===== config.mk =====
export PLATFORM = sky130hd
export DESIGN_NAME = pulse_power_energy_convert_flat
export DESIGN_NICKNAME = d
export VERILOG_FILES = /design/src/sv/ppe_pkg.sv /design/src/sv/ppe_sample_if.sv /design/src/sv/ppe_result_if.sv /design/src/sv/pulse_power_energy_convert.sv /design/src/flat_wrapper.sv
export SDC_FILE = /design/constraint.sdc
export NUM_CORES = 2
export LEC_CHECK = 0
export BUFFER_PORTS_ARGS = -buffer_cell sky130_fd_sc_hd__buf_2
export CORE_ASPECT_RATIO = 0.6
export CORE_MARGIN = 2
export CORE_UTILIZATION = 58
export DETAILED_ROUTE_END_ITERATION = 8
export GPL_TIMING_DRIVEN = 0
export PLACE_DENSITY = 0.89
export SETUP_SLACK_MARGIN = 0.02
export SYNTH_ARGS = -nofsm -noshare
export SYNTH_HDL_FRONTEND = slang
export SYNTH_SLANG_ARGS = --single-unit

===== constraint.sdc =====
create_clock -name clk -period 9 [get_ports clk]
set_clock_uncertainty 0.1 [all_clocks]
set_input_delay 1.8 -clock clk [delete_from_list [all_inputs] [get_ports clk]]
set_output_delay 1.8 -clock clk [all_outputs]
set_load 0.005 [all_outputs]

===== src/sv/ppe_pkg.sv =====
// ----------------------------------------------------------------------------
// ppe_pkg
// Widths, scale constants, sequencer states and meter constant selection
// for the pulse meter power and energy converter.
// ----------------------------------------------------------------------------
package ppe_pkg;

  // field widths
  localparam int CountW    = 16;
  localparam int IntervalW = 32;
  localparam int KW        = 16;
  localparam int PowerW    = 32;
  localparam int EnergyW   = 30;

  // datapath widths
  localparam int MulAW  = 16;
  localparam int MulBW  = 32;
  localparam int ProdW  = MulAW + MulBW;
  localparam int NumW   = 52;
  localparam int DenW   = 48;
  localparam int StepW  = 6;
  localparam int LeftW  = 16;

  // meter constant selection
  localparam logic [KW-1:0] KDefault    = 16'd5000;
  localparam logic [KW-1:0] KAltDefault = 16'hFFFF;

  // a single pulse is taken over one minute
  localparam logic [IntervalW-1:0] SinglePulseMs = 32'd60000;

  // 36000000000 = 17578125 * 2^11
  localparam logic [MulBW-1:0] PowerScaleOdd   = 32'd17578125;
  localparam int               PowerScaleShift = 11;
  localparam logic [MulBW-1:0] EnergyScale     = 32'd10000;

  // divider iteration counts, minus one
  localparam logic [StepW-1:0] PowerSteps  = 6'(NumW - 1);
  localparam logic [StepW-1:0] EnergySteps = 6'(EnergyW - 1);

  // sequencer states
  typedef enum logic [6:0] {
    ST_IDLE  = 7'b0000001,
    ST_MUL_N = 7'b0000010,
    ST_MUL_D = 7'b0000100,
    ST_DIV_P = 7'b0001000,
    ST_MUL_E = 7'b0010000,
    ST_DIV_E = 7'b0100000,
    ST_DONE  = 7'b1000000
  } state_t;

  // zero and all-ones select the default meter constant
  function automatic logic [KW-1:0] eff_k(input logic [KW-1:0] k);
    logic [KW-1:0] r;
    r = k;
    if (k == '0 || k == KAltDefault) begin
      r = KDefault;
    end
    return r;
  endfunction

endpackage


===== src/sv/ppe_sample_if.sv =====
// ----------------------------------------------------------------------------
// ppe_sample_if
// Input channel: pulse count and counting interval with valid/ready.
// ----------------------------------------------------------------------------
interface ppe_sample_if;
  logic                           valid;
  logic                           ready;
  logic [ppe_pkg::CountW-1:0]     pulse_count;
  logic [ppe_pkg::IntervalW-1:0]  interval_ms;

  modport source (output valid, pulse_count, interval_ms, input ready);
  modport sink   (input valid, pulse_count, interval_ms, output ready);
endinterface


===== src/sv/ppe_result_if.sv =====
// ----------------------------------------------------------------------------
// ppe_result_if
// Output channel: power and energy increment with valid/ready.
// ----------------------------------------------------------------------------
interface ppe_result_if;
  logic                          valid;
  logic                          ready;
  logic [ppe_pkg::PowerW-1:0]    power;
  logic [ppe_pkg::EnergyW-1:0]   energy;

  modport source (output valid, power, energy, input ready);
  modport sink   (input valid, power, energy, output ready);
endinterface


===== src/sv/pulse_power_energy_convert.sv =====
// ----------------------------------------------------------------------------
// pulse_power_energy_convert
// Sequence: two multiply steps, 52 power divide steps, one multiply step,
//   30 energy divide steps, then the result register once output is free.
// A new sample is taken only in idle, after the last result is registered;
//   shared restoring divider runs both divisions one quotient bit per cycle.
// Reset (rst, synchronous): sequencer idle, no result pending, meter
//   constant 0 (default 5000), energy leftover 0.
// ----------------------------------------------------------------------------
module pulse_power_energy_convert (
  input  logic                         clk,
  input  logic                         rst,
  input  logic                         cfg_wr_en,
  input  logic [ppe_pkg::KW-1:0]       cfg_wr_data,
  ppe_sample_if.sink                   sample,
  ppe_result_if.source                 result
);

  ppe_pkg::state_t state;

  logic [ppe_pkg::KW-1:0]        meter_k;
  logic [ppe_pkg::LeftW-1:0]     leftover;
  logic [ppe_pkg::CountW-1:0]    count_r;
  logic [ppe_pkg::IntervalW-1:0] interval_r;
  logic                          zero_pow;
  logic [ppe_pkg::NumW-1:0]      dvd;
  logic [ppe_pkg::DenW-1:0]      den;
  logic [ppe_pkg::DenW-1:0]      rem;
  logic [ppe_pkg::StepW-1:0]     step;
  logic [ppe_pkg::PowerW-1:0]    power_r;

  logic                          out_valid;
  logic [ppe_pkg::PowerW-1:0]    out_power;
  logic [ppe_pkg::EnergyW-1:0]   out_energy;

  logic [ppe_pkg::MulAW-1:0]     mul_a;
  logic [ppe_pkg::MulBW-1:0]     mul_b;
  logic [ppe_pkg::ProdW-1:0]     prod;

  logic [ppe_pkg::DenW:0]        trial;
  logic                          ge;
  logic [ppe_pkg::DenW-1:0]      rem_next;
  logic [ppe_pkg::EnergyW-1:0]   energy_total;
  logic                          in_fire;
  logic                          out_free;

  assign sample.ready  = (state == ppe_pkg::ST_IDLE);
  assign in_fire       = sample.valid && sample.ready;
  assign out_free      = !out_valid || result.ready;
  assign result.valid  = out_valid;
  assign result.power  = out_power;
  assign result.energy = out_energy;

  // shared multiplier operand select
  always_comb begin
    case (state)
      ppe_pkg::ST_MUL_N: begin
        mul_a = count_r;
        mul_b = ppe_pkg::PowerScaleOdd;
      end
      ppe_pkg::ST_MUL_D: begin
        mul_a = ppe_pkg::eff_k(meter_k);
        mul_b = interval_r;
      end
      default: begin
        mul_a = count_r;
        mul_b = ppe_pkg::EnergyScale;
      end
    endcase
  end

  assign prod = {{ppe_pkg::MulBW{1'b0}}, mul_a} * {{ppe_pkg::MulAW{1'b0}}, mul_b};

  // count * 10000 plus carried remainder
  assign energy_total = prod[ppe_pkg::EnergyW-1:0]
                      + {{(ppe_pkg::EnergyW - ppe_pkg::LeftW){1'b0}}, leftover};

  // one restoring divide step
  assign trial    = {rem, dvd[ppe_pkg::NumW-1]};
  assign ge       = (trial >= {1'b0, den});
  assign rem_next = ge ? ppe_pkg::DenW'(trial - {1'b0, den})
                       : trial[ppe_pkg::DenW-1:0];

  // configuration register
  always_ff @(posedge clk) begin
    if (rst) begin
      meter_k <= '0;
    end else if (cfg_wr_en) begin
      meter_k <= cfg_wr_data;
    end
  end

  // sequencer and datapath
  always_ff @(posedge clk) begin
    if (rst) begin
      state    <= ppe_pkg::ST_IDLE;
      leftover <= '0;
    end else begin
      case (state)
        ppe_pkg::ST_IDLE: begin
          if (in_fire) begin
            count_r    <= sample.pulse_count;
            interval_r <= (sample.pulse_count == ppe_pkg::CountW'(1))
                          ? ppe_pkg::SinglePulseMs : sample.interval_ms;
            state      <= ppe_pkg::ST_MUL_N;
          end
        end
        ppe_pkg::ST_MUL_N: begin
          // numerator = count * 36e9
          dvd   <= {prod[ppe_pkg::NumW-ppe_pkg::PowerScaleShift-1:0],
                    {ppe_pkg::PowerScaleShift{1'b0}}};
          rem   <= '0;
          state <= ppe_pkg::ST_MUL_D;
        end
        ppe_pkg::ST_MUL_D: begin
          den      <= prod;
          zero_pow <= (count_r == '0) || (interval_r == '0);
          step     <= ppe_pkg::PowerSteps;
          state    <= ppe_pkg::ST_DIV_P;
        end
        ppe_pkg::ST_DIV_P: begin
          rem  <= rem_next;
          dvd  <= {dvd[ppe_pkg::NumW-2:0], ge};
          step <= step - ppe_pkg::StepW'(1);
          if (step == '0) begin
            state <= ppe_pkg::ST_MUL_E;
          end
        end
        ppe_pkg::ST_MUL_E: begin
          // saturate power, then load the energy division
          if (zero_pow) begin
            power_r <= '0;
          end else if (|dvd[ppe_pkg::NumW-1:ppe_pkg::PowerW]) begin
            power_r <= '1;
          end else begin
            power_r <= dvd[ppe_pkg::PowerW-1:0];
          end
          dvd   <= {energy_total, {(ppe_pkg::NumW - ppe_pkg::EnergyW){1'b0}}};
          den   <= {{(ppe_pkg::DenW - ppe_pkg::KW){1'b0}}, ppe_pkg::eff_k(meter_k)};
          rem   <= '0;
          step  <= ppe_pkg::EnergySteps;
          state <= ppe_pkg::ST_DIV_E;
        end
        ppe_pkg::ST_DIV_E: begin
          rem  <= rem_next;
          dvd  <= {dvd[ppe_pkg::NumW-2:0], ge};
          step <= step - ppe_pkg::StepW'(1);
          if (step == '0) begin
            state <= ppe_pkg::ST_DONE;
          end
        end
        ppe_pkg::ST_DONE: begin
          if (out_free) begin
            leftover <= rem[ppe_pkg::LeftW-1:0];
            state    <= ppe_pkg::ST_IDLE;
          end
        end
        default: begin
          state <= ppe_pkg::ST_IDLE;
        end
      endcase
    end
  end

  // output register
  always_ff @(posedge clk) begin
    if (rst) begin
      out_valid <= 1'b0;
    end else if (state == ppe_pkg::ST_DONE && out_free) begin
      out_valid <= 1'b1;
    end else if (result.ready) begin
      out_valid <= 1'b0;
    end
  end

  always_ff @(posedge clk) begin
    if (state == ppe_pkg::ST_DONE && out_free) begin
      out_power  <= power_r;
      out_energy <= dvd[ppe_pkg::EnergyW-1:0];
    end
  end

endmodule


===== src/flat_wrapper.sv =====
// flat-port wrapper written by rule: the top's interface ports become plain ports
module pulse_power_energy_convert_flat 
  (clk, rst, cfg_wr_en, cfg_wr_data, sample_valid, sample_pulse_count, sample_interval_ms, sample_ready, result_valid, result_power, result_energy, result_ready);
  ppe_sample_if sample_i ();
  ppe_result_if result_i ();
  input  logic clk;
  input  logic rst;
  input  logic cfg_wr_en;
  input  logic [ppe_pkg::KW-1:0] cfg_wr_data;
  input wire logic [$bits(sample_i.valid)-1:0] sample_valid;
  input wire logic [$bits(sample_i.pulse_count)-1:0] sample_pulse_count;
  input wire logic [$bits(sample_i.interval_ms)-1:0] sample_interval_ms;
  output wire logic [$bits(sample_i.ready)-1:0] sample_ready;
  output wire logic [$bits(result_i.valid)-1:0] result_valid;
  output wire logic [$bits(result_i.power)-1:0] result_power;
  output wire logic [$bits(result_i.energy)-1:0] result_energy;
  input wire logic [$bits(result_i.ready)-1:0] result_ready;
  assign sample_i.valid = sample_valid;
  assign sample_i.pulse_count = sample_pulse_count;
  assign sample_i.interval_ms = sample_interval_ms;
  assign sample_ready = sample_i.ready;
  assign result_valid = result_i.valid;
  assign result_power = result_i.power;
  assign result_energy = result_i.energy;
  assign result_i.ready = result_ready;
  pulse_power_energy_convert u_core (.clk(clk), .rst(rst), .cfg_wr_en(cfg_wr_en), .cfg_wr_data(cfg_wr_data), .sample(sample_i), .result(result_i));
endmodule

# Word level (Yosys, flattened, before mapping)
# Index checks and enable logic that the tools add are counted.
# totals
wordCells,76
in_bits,69
reg_bits,337
output_inout_bits,64
# classes
multipliers,1
n_eq_ne,13
muxes,16
reduce_logical,27
addsub,3
bitwise_logic,1
magnitude_cmp,1
# ops
operator,count
$pmux W48 S2,2
$pmux W52 S3,1
$pmux W32 S2,1
$ge A49 B48 Y1,1
$pmux W7 S7,1
$mul A16 B32 Y48,1
$mux W48,1
$sub A48 B48 Y48,1
$logic_not A16 Y1,2
$logic_not A32 Y1,1
$mux W16,2
$mux W32,1
$add A30 B16 Y30,1
$mux W7,4
$reduce_or A20 Y1,1
$pmux W6 S3,1
$eq A16 B1 Y1 const B,1
$eq A16 B16 Y1 const B,1
$reduce_and A2 Y1,7
$eq A7 B1 Y1 const B,1
$eq A7 B2 Y1 const B,1
$eq A7 B3 Y1 const B,1
$eq A7 B4 Y1 const B,1
$eq A7 B5 Y1 const B,1
other kinds (16),26

# Longest topological paths before layout
# logic_depth
depth_word,7
mapped_depth,37
depth_no_buf,35

# Least setup slack after synthesis
# Ideal clock, no wire load.
# synth_path
path_kind,reg2reg
startpoint,reg u_core.state[3]
endpoint,"reg u_core.dvd[47] in the netlist's numbering, data pin"
stages_incl_launch_ff,34
arrival_time_ps,8400
setup_time_ps,254
period_less_slack_ps,8754
setup_slack_ps,246
n_path_buf,2
t_required_ps,8646
path_cell_list,dfxtp_1 nor2_1 nand2_1 or4b_2 clkbuf_1 clkbuf_1 o21ai_1 nor2_1 fa_1 inv_1 fa_1 inv_1 ha_1 inv_1 fa_1 fa_1 fa_1 inv_1 ha_1 and2_4 a221oi_2 nand2_1 a31oi_1 xnor2_1 ha_1 o21ai_0 a21bo_2 a41oi_1 nor4_1 nor4_1 nand2_1 nor4_1 o221ai_1 a21o_1
# synth_between
elab_chain_len,5
word_cells_on_any_way,11
classes_between,1 x add/sub; 1 x mul; 5 x eq/ne; 3 x mux; 1 x reduce/logical
# synth_rtl
item,line,source
from (decl),pulse_power_energy_convert.sv:19,ppe_pkg::state_t state;
from (signal assigned),pulse_power_energy_convert.sv:96,state <= ppe_pkg::ST_IDLE;
from (signal assigned),pulse_power_energy_convert.sv:105,state <= ppe_pkg::ST_MUL_N;
from (signal assigned),pulse_power_energy_convert.sv:113,state <= ppe_pkg::ST_MUL_D;
$eq A7 B3 Y1 or $eq A7 B2 Y1 (tied branches),"pulse_power_energy_convert.sv:56, pulse_power_energy_convert.sv:99",
$pmux W32 S2 or $mux W16 (tied branches),pulse_power_energy_convert.sv:56,case (state)
$mul A16 B32 Y48,pulse_power_energy_convert.sv:72,"assign prod = {{ppe_pkg::MulBW{1'b0}}, mul_a} * {{ppe_pkg::MulAW{1'b0}}, mul_b};"
$add A30 B16 Y30,pulse_power_energy_convert.sv:76,"+ {{(ppe_pkg::EnergyW - ppe_pkg::LeftW){1'b0}}, leftover};"
$pmux W52 S3 (*),pulse_power_energy_convert.sv:99,case (state)
to (signal assigned),pulse_power_energy_convert.sv:110,"dvd <= {prod[ppe_pkg::NumW-ppe_pkg::PowerScaleShift-1:0],"
to (signal assigned),pulse_power_energy_convert.sv:123,"dvd <= {dvd[ppe_pkg::NumW-2:0], ge};"
to (signal assigned),pulse_power_energy_convert.sv:138,"dvd <= {energy_total, {(ppe_pkg::NumW - ppe_pkg::EnergyW){1'b0}}};"
to (decl),pulse_power_energy_convert.sv:26,logic [ppe_pkg::NumW-1:0] dvd;
# Mark *: on every way between the ends. The rest lies on a longest branch, timed or not.
# A chain may end at the register's enable or synchronous reset.

# Worst setup path in the final report
# layout_path
startpoint,reg u_core.meter_k[9] in the netlist's numbering
endpoint,"reg u_core.dvd[48] in the netlist's numbering, data pin"
# layout_between
elab_chain_len,7
word_cells_on_any_way,8
classes_between,1 x add/sub; 1 x mul; 1 x eq/ne; 3 x mux; 2 x reduce/logical
# layout_rtl
item,line,source
from (decl),pulse_power_energy_convert.sv:21,logic [ppe_pkg::KW-1:0] meter_k;
from (signal assigned),pulse_power_energy_convert.sv:89,meter_k <= cfg_wr_data;
$eq A16 B16 Y1 or $logic_not A16 Y1 (tied branches),ppe_pkg.sv:55,if (k == '0 || k == KAltDefault) begin
$logic_or A1 B1 Y1,ppe_pkg.sv:55,
$mux W16 (*),ppe_pkg.sv:55,
$mux W16 (*),pulse_power_energy_convert.sv:56,
$mul A16 B32 Y48 (*),pulse_power_energy_convert.sv:72,
$add A30 B16 Y30,pulse_power_energy_convert.sv:76,
$pmux W52 S3 (*),pulse_power_energy_convert.sv:99,
# Marked as above.

==> impl_results.md <==
* Commonest non-fill, non-tap cell in the layout: nand2_1
* Tcrit/Tclk final at roughly 100%
* Post-Place Setup Slack at -2743 ps
* Ys Warns at 0
* RSZ-0062 raised after global routing: true
* Syn Area/Cell at between 9 and 10 sq um
* Final net count at roughly 4500
* Delay of the slowest critical-path stage at between 500 and 600 ps
* Layout area overhead at 13.98%
* Fin. max-slew vios at 0
* Worst hold margin at around 320 ps
* Seq cells post-synth at 337
* Synth Area in Compound Gates at between 10% and 20%
* Syn Nets at ~4300
* WS Path Type: reg2reg
* FILL cells at 4381
* Inst Count DP at ~4500
* Worst setup margin at approximately 20 ps
* Final Util at between 60% and 70%
* Status: complete, no violations
* Max_cap viols at 0
* Antenna viol nets, final at 0
* Post-synth EDFFs at ~300
* Number of buffers created by CTS at 35
* Hold Path Sink: u_core.result.power[5]
* IO Port Bufs at 130
* CTS H-tree depth at 2
* Root buf cell: clkbuf_16
* Sequential share of the synthesized area at roughly 29%
* GRT overflow at 0
* Fmax at 111.4 MHz
* CTS Hold Bufs at 0
* Crit-path max FO at 10
* Die X at about 320 microns
* Startpoint Class: flip-flop
* CTS tree: built
* Bufs on Longest Clock Path at 3
* Syn Std Cell Area at ~34000 sq um
* CP max-delay cell: fa_1
* Most frequent CP cell: fa_1
* GRT Overall Usage at 38.81%
* CP delay by family, top: adder cells
* Post-Synth Adder-Cell Area at roughly a third
* WL final at between 100 and 150 mm
* Mux cell area share after synthesis at 1.041%
* VDD IR max at between 0.4 and 0.5 mV
* Area of the core at roughly 57000 sq um
* Initial core utilization at 58.61%
* Post-synthesis simple-gate area fraction at between 10% and 20%
* # diodes at 0
* Routed vias at a little under 30000
* First drt pass iteration count at 9
* Synth Flop Type: edfxtp_1
* R2R setup slack at 20 ps
* Share of layout cells above drive strength 1 at between 10% and 20%
* Finish-stage setup viols at 0
* Routability cong. at 1.104
* Largest family of logic cells by synthesized area: adder cells
* Critical R2R Launch: u_core.meter_k[9]
* Final min period at roughly 9000 ps
* R2R depth at 34
* Initial antenna violation count at 4
* First-pass GRT wire length at around 170 mm
* Yosys cell types at between 90 and 100
* Worst reg2reg endpoint: u_core.dvd[48]
* Worst-Margin Slew at approximately 1400 ps
* Hold Vio Cnt, Final at 0
* Post-Syn Instances at 3620
* Largest net degree at the start of global routing at between 40 and 50
* Relative slew slack at between 5 and 6%
* I/O pin cnt at about 130
* Detailed placer's ending HPWL at 93.20 mm
* Die Height at approximately 190 microns
* CTS Sinks at 337
* DR WL/cell at about 25 microns
* Leak Pwr at approximately 0.016 uW
* WP data arrival at 9170 ps
* Async SR Flop Fraction at 0%
* Floorplan row count at just under 70
* Vias in the first global route at 27770
* Worst min-delay path class: reg2reg
* Non-Filler Instances at between 4000 and 5000
* Iter 0 DRT Violations at around 4800
* Cell Pwr Density at approximately 260 nW/um^2
* Remaining DRCs at 0
* Most frequent cells in the layout: 543 x nand2_1, 521 x inv_1, 417 x fa_1
* Worst-path clk slew at approximately 80 ps
* Synth Area in XOR/XNOR at ~2.3%
* Buf/Inv on CP at 7
* Worst-Skew Late Latency at 590 ps
* CP required at just over 9000 ps
* Hold Path Origin: u_core.power_r[5]
* Worst Setup End Kind: flip-flop
* Vias per Instance at 6.371
* Die Area at between 60000 and 70000 sq um
* Hold path depth at 0
-- synthesized netlist by cell type, types with 7 or more instances --
master	count	area, sq um
dfxtp_1	40	800.8
ha_1	186	2327
or3_1	13	81.33
and3_1	17	106.4
clkbuf_1	133	499.2
buf_2	13	65.06
nand2b_1	27	168.9
nand3b_1	8	60.06
a21boi_1	8	60.06
o22ai_1	11	68.82
o21ai_1	20	100.1
nor4_1	38	237.7
a21o_1	63	473.0
a31oi_1	14	87.58
edfxtp_1	297	8919
nor2b_1	20	125.1
o21ai_0	95	475.5
mux2i_1	35	350.3
and2_1	85	531.8
o21bai_1	22	165.2
a211oi_1	17	127.6
o21a_1	14	105.1
inv_1	521	1956
o31ai_1	10	75.07
a21boi_0	9	67.56
nand2_1	563	2113
a21oi_1	155	775.7
o211ai_1	11	82.58
buf_1	7	26.28
fa_1	420	8408
nor3_1	38	190.2
a221o_1	7	70.07
nand4_1	23	143.9
nand3_1	33	165.2
a41oi_1	7	61.31
xor2_1	30	262.8
o31a_1	9	78.83
xnor2_1	58	508.0
nor2_1	425	1595
-- power breakdown --
part           switching, uW  internal, uW  total [uW]
logic                   4160          2460        6620
registers               51.7          1950        2000
clock network            696           817        1510
total                   4910          5220       10100
-- flip-flops by register name, indices dropped and copies added (netlist names) --
register and count:
u_core.den 48, u_core.step 6, u_core.interval_r 32, u_core.count_r 16
u_core.result.power 32, u_core.zero_pow 1, u_core.meter_k 16, u_core.power_r 32
u_core.state 7, u_core.dvd 52, u_core.leftover 16, u_core.result.energy 30
u_core.rem 48, u_core.result.valid 1
-- stage by stage --
| stage | instance area, sq um | total power (uW) | TNS (ps) |
|---|---|---|---|
| after floorplan | 33660 | 5790 | 0 |
| after detailed placement | 35520 | 7366 | -70680 |
| after global placement | 35270 | 7226 | -69910 |
| after global routing | 38370 | 10510 | -613.8 |
| after CTS | 37480 | 9141 | 0 |
| final | 38370 | 10130 | 0 |
-- repair_timing --
item                       in CTS  in global routing
buffers inserted               25                 33
pin swaps                      15                 31
setup endpoints to repair      62                 25
resized for setup             198                165
gates cloned                    0                  1
-- area by class of cell --
| type | count | area (sq um) | share of cell area [%] |
|---|---|---|---|
| Inverter | 522 | 1959 | 5.107 |
| Timing Repair Buffer | 201 | 1326 | 3.457 |
| Buffer | 143 | 783.3 | 2.042 |
| Clock inverter | 22 | 239.0 | 0.6229 |
| Multi-Input combinational cell | 2607 | 22450 | 58.51 |
| Sequential cell | 337 | 9748 | 25.41 |
| Tap cell | 770 | 963.4 | 2.511 |
| Clock buffer | 41 | 898.4 | 2.342 |
-- logic make-up (layout without fill, tap and decap cells) --
| group | Yosys count | after routing |
|---|---|---|
| and+or+nand+nor | 1334 | 1334 |
| buffers and inverters | 677 | 929 |
| adders and majority gates | 606 | 606 |
| AOI/OAI and AO/OA | 542 | 543 |
| DFF | 337 | 337 |
| xor gates and xnor gates | 89 | 89 |
| muxes | 35 | 35 |
-- worst max path at each step --
stage	startpoint	end	slack (ps)	depth (start not counted)
floorplan	u_core.state[3]	u_core.dvd[47]	250	33
global placement	u_core.meter_k[10]	u_core.dvd[47]	-2600	32
detailed placement	u_core.meter_k[10]	u_core.dvd[47]	-2740	36
CTS	u_core.meter_k[5]	u_core.dvd[50]	20	33
global route	u_core.state[6]	u_core.dvd[50]	-190	35
finish	u_core.meter_k[9]	u_core.dvd[48]	20	34
-- per-layer routing --
layer,vias to the layer above,track usage [%],part of all wire [%]
met4,6,9.670,3.2
met3,330,22.15,20
li1,12300,-,-
met5,-,0,0.047
met1,14360,56.55,39
met2,2580,48.72,37
-- worst reg2reg max path: cells and delay by family (launching register included) --
family	cells	cell delay (ps)
compound gates	13	2610
fa+ha+maj	8	3710
buf+inv	7	810
simple gates	5	900
xor+xnor	1	140
flops	1	420
(Power assumes the default switching activity.)
